### src/hw/rtl/chtt_pkg.sv
// Shared types and codes for the chained hash tag table.
package chtt_pkg;

  typedef enum logic [1:0] {
    OP_PUT    = 2'd0,
    OP_REMOVE = 2'd1,
    OP_GET    = 2'd2,
    OP_NONE   = 2'd3
  } op_t;

  typedef enum logic [1:0] {
    ST_OK        = 2'd0,
    ST_NOT_FOUND = 2'd1,
    ST_POOL_FULL = 2'd2,
    ST_UNUSED    = 2'd3
  } status_t;

  localparam int unsigned CFG_BITS = 9;
  localparam int unsigned WORD_BITS = 32;

endpackage

### src/hw/rtl/chtt_divmod.sv
// Restoring remainder unit: key hash modulo bucket count, one bit per cycle.
module chtt_divmod #(
  parameter int unsigned DIV_BITS = 17
) (
  input  logic                               clk,
  input  logic                               rst,
  input  logic                               start,
  input  logic [chtt_pkg::WORD_BITS-1:0]     dividend,
  input  logic [DIV_BITS-1:0]                divisor,
  output logic                               done,
  output logic [DIV_BITS-1:0]                remainder
);

  localparam int unsigned CNT_BITS = $clog2(chtt_pkg::WORD_BITS + 1);

  logic [chtt_pkg::WORD_BITS-1:0] shreg;
  logic [DIV_BITS:0]              rem;
  logic [DIV_BITS-1:0]            dvs;
  logic [CNT_BITS-1:0]            cnt;
  logic                           busy;
  logic [DIV_BITS:0]              trial;

  always_comb begin
    trial = {rem[DIV_BITS-1:0], shreg[chtt_pkg::WORD_BITS-1]};
  end

  assign remainder = rem[DIV_BITS-1:0];

  always_ff @(posedge clk) begin
    done <= 1'b0;
    if (rst) begin
      busy <= 1'b0;
      cnt  <= '0;
    end else if (start) begin
      busy  <= 1'b1;
      shreg <= dividend;
      dvs   <= divisor;
      rem   <= '0;
      cnt   <= CNT_BITS'(chtt_pkg::WORD_BITS);
    end else if (busy) begin
      shreg <= {shreg[chtt_pkg::WORD_BITS-2:0], 1'b0};
      if (trial >= {1'b0, dvs}) rem <= trial - {1'b0, dvs};
      else rem <= trial;
      cnt <= cnt - 1'b1;
      if (cnt == CNT_BITS'(1)) begin
        busy <= 1'b0;
        done <= 1'b1;
      end
    end
  end

endmodule

### config.mk
export PLATFORM = sky130hd
export DESIGN_NAME = chtt_divmod
export DESIGN_NICKNAME = d
export VERILOG_FILES = /design/src/hw/rtl/chtt_pkg.sv /design/src/hw/rtl/chtt_divmod.sv
export SDC_FILE = /design/constraint.sdc
export NUM_CORES = 1
export LEC_CHECK = 0
export ABC_AREA = 1
export BUFFER_PORTS_ARGS = -buffer_cell sky130_fd_sc_hd__buf_4
export CAP_MARGIN = 20
export CORE_MARGIN = 2
export CORE_UTILIZATION = 57
export DETAILED_ROUTE_END_ITERATION = 10
export GPL_TIMING_DRIVEN = 0
export PLACE_DENSITY = 0.8
export SLEW_MARGIN = 20
export SYNTH_ARGS = -nofsm -noshare
export SYNTH_HDL_FRONTEND = slang
export SYNTH_SLANG_ARGS = --single-unit
### constraint.sdc
create_clock -name clk -period 4.25 [get_ports clk]
set_clock_uncertainty 0.15 [all_clocks]
set_input_delay 0.2125 -clock clk [delete_from_list [all_inputs] [get_ports clk]]
set_output_delay 0.2125 -clock clk [all_outputs]
set_load 0.01 [all_outputs]
==> impl_metrics.env <==
export IMPL_run_status="finished clean"
export IMPL_antenna_left=0
export IMPL_post_route_drc_count=0
export IMPL_synth_area_leaders="edfxtp_1, nand2_1, inv_1"
export IMPL_wl_per_cell_um=14.43
export IMPL_cts_tree="built"
export IMPL_synth_seq_cells=74
export IMPL_groute_usage_overall_pct=29.24
export IMPL_timing_critical_path_fanout_max=10
export IMPL_synth_lib_cells_used_distinct=33
export IMPL_totalWireLength_um=11440
export IMPL_estimated_wirelength_of_the_detail_placed_design_um=7377
export IMPL_core_area_sq_um=7331
export IMPL_cts_root_to_sink_buffers=2
export IMPL_ir_worst_vdd_uv=256.0
export IMPL_fin_cells=793
export IMPL_finalHoldViolations=0
export IMPL_via_count=3968
export IMPL_drt_vias_per_instance=5.004
export IMPL_finalWorstPathRequiredPeriod_ns=2.526
export IMPL_fp_dieW_um=91.60
export IMPL_power_density_over_cell_area_nw_per_um2=383.6
export IMPL_min_delay_path_class="in2reg"
export IMPL_grt_antenna_before_repair=0
export IMPL_cp_slowest_cell="fa_1"
export IMPL_max_clock_freq_mhz=396.0
export IMPL_buffer_ports_inserted=68
export IMPL_synth_seq_area_share_pct=48.97
export IMPL_gp_routability_congestion=0.8898
export IMPL_cpPeakStageDelay_ns=0.47
export IMPL_synth_warning_count=0
export IMPL_worst_setup_hold_path_clk_slew_ns=0.09
export IMPL_critical_path_endpoint_type="flip-flop"
export IMPL_post_cts_buffers=0
export IMPL_core_rowCount=31
export IMPL_final_core_utilization_pct=78.49
export IMPL_final_min_period_over_clock_period_pct=59.42
export IMPL_syn_area_sq_um=4374
export IMPL_drt_pass1_iter_count=5
export IMPL_type_of_the_setup_path_with_the_least_slack="reg2reg"
export IMPL_slew_headroom_pct=55.45
export IMPL_synthesis_instances=559
export IMPL_i_o_pins=70
export IMPL_pre_cts_slack_ns=1.494
export IMPL_synth_top_area_cell="edfxtp_1"
export IMPL_vias_in_the_first_global_route=4096
export IMPL_place_detailed_instances=727
export IMPL_final_layout_size_suffix_gt1_share_pct=16.14
export IMPL_slew_violations=0
export IMPL_dieArea_sq_um=8391
export IMPL_drtIter0Drc=189
export IMPL_cts_inserted_buffers=9
export IMPL_timing_max_cap_violations=0
export IMPL_timing_worst_slew_pin_value_ns=0.6683
export IMPL_finalSetupViolations=0
export IMPL_arrival_ns=2.50
export IMPL_die_height_um=91.60
export IMPL_commonest_cells_after_routing_fill_and_taps_aside="nand2_1, inv_1, buf_4"
export IMPL_start_util_pct=59.67
export IMPL_final_net_count=761
export IMPL_leakagePower_nw=2.935
export IMPL_grt_setup_unrepaired="false"
export IMPL_crit_family="simple AND/OR/NAND/NOR gates"
export IMPL_overflow_left_after_global_routing=0
export IMPL_syn_nets=631
export IMPL_grt_pass1_wl_um=18890
export IMPL_grt_max_degree=50
export IMPL_post_synth_top_area_fraction_pct=45.31
export IMPL_clk_latency_ns=0.36
export IMPL_ctsRootBufferMaster="clkbuf_8"
export IMPL_cts_max_level=3
export IMPL_buffers_plus_inverters_on_the_worst_setup_path=3
export IMPL_antennaDiodeCount=0
export IMPL_worst_slack_ns=1.724
export IMPL_crit_path_cell_trace="inv_1 -> ha_1 -> inv_1 -> fa_1 -> nand3_1 -> nand3_2 -> nand2_4 -> buf_2 -> nand3_1 -> nand2_1 -> nor2_1"
export IMPL_cp_required_ns=4.22
export IMPL_critical_path_startpoint_type="flip-flop"
export IMPL_layout_cells_most_common="nand2_1"
export IMPL_clock_sink_count=74
export IMPL_syn_mean_instance_area_sq_um=7.825
export IMPL_area_growth_synth_to_final_pct=31.55
stage by stage:
step           hold WS, ns  setup TNS [ns]  total power, mW  cell area (sq um)
6_report            0.2003               0            2.207               5754
5_1_grt             0.2277               0            2.329               5754
4_1_cts             0.1712               0            2.200               5754
3_5_place_dp        0.2418               0            1.542               5030
3_3_place_gp        0.2403          -8.032            1.525               5009
2_1_floorplan       0.1614               0            1.354               4374
what timing repair did:
action / 4_1_cts / 5_1_grt
hold buffers: 50 / 0
gates resized for setup: 0 / 0
setup endpoints to repair: 0 / 0
endpoints found under the hold margin: 50 / 0
worst paths after layout:
check | from | end | slack, ns | cells after the start
setup / recovery | shreg[31] | rem[11] | 1.72 | 11
hold reg to reg | cnt[1] | cnt[1] | 0.37 | 2
setup reg to reg | shreg[31] | rem[11] | 1.72 | 11
hold / removal | start | done | 0.20 | 2
cell usage after synthesis, drive strengths merged:
master and count:
nand4 4, nand3 30, a21oi 12, nor3 5, and2 2, clkbuf 6, edfxtp 66, nor3b 3
inv 92, xnor2 2, o21ai 2, fa 1, nand2 232, nor2 57, a211oi 1, or2 3
buf 7, ha 19, xor2 6, and3 1, dfxtp 8
report_power, final:
group / leakage, nW / total [mW] / switching (mW) / internal (mW)
combinational: 2.13 / 0.659 / 0.392 / 0.267
clock: 0.102 / 0.629 / 0.294 / 0.335
sequential: 0.706 / 0.920 / 0.0377 / 0.882
total: 2.93 / 2.21 / 0.724 / 1.48
flip-flops by register name, summed over array words and instances, names as in the netlist:
signal,flops
busy,1
cnt,6
done,1
dvs,17
rem,17
shreg,32
cells by family (layout without fill, tap and decap cells):
kind of cell               Yosys count  after routing  synth area share (%)
xor gates and xnor gates             8              8                 1.602
and+or+nand+nor                    337            337                 32.32
buffers and inverters              105            240                 9.439
AOI/OAI and AO/OA                   15             15                 1.774
DFF                                 74             74                 48.97
adders and majority gates           20             20                 5.893
routing by layer:
metal,track usage [%],vias to the layer above,part of all wire [%]
met5,0,-,0
met4,14.14,0,2.8
met3,4.564,27,5.9
met2,52.76,154,51
met1,33.53,1799,40
li1,-,1988,-
area by class of cell:
| class | count | area (sq um) |
|---|---|---|
| Multi-Input combinational cell | 380 | 1829 |
| Tap cell | 99 | 123.9 |
| Fill cell | 493 | 1577 |
| Buffer | 13 | 65.06 |
| Sequential cell | 74 | 2142 |
| Clock inverter | 7 | 100.1 |
| Timing Repair Buffer | 119 | 1022 |
| Inverter | 92 | 347.8 |
| Clock buffer | 9 | 123.9 |
(Power assumes the default switching activity.)
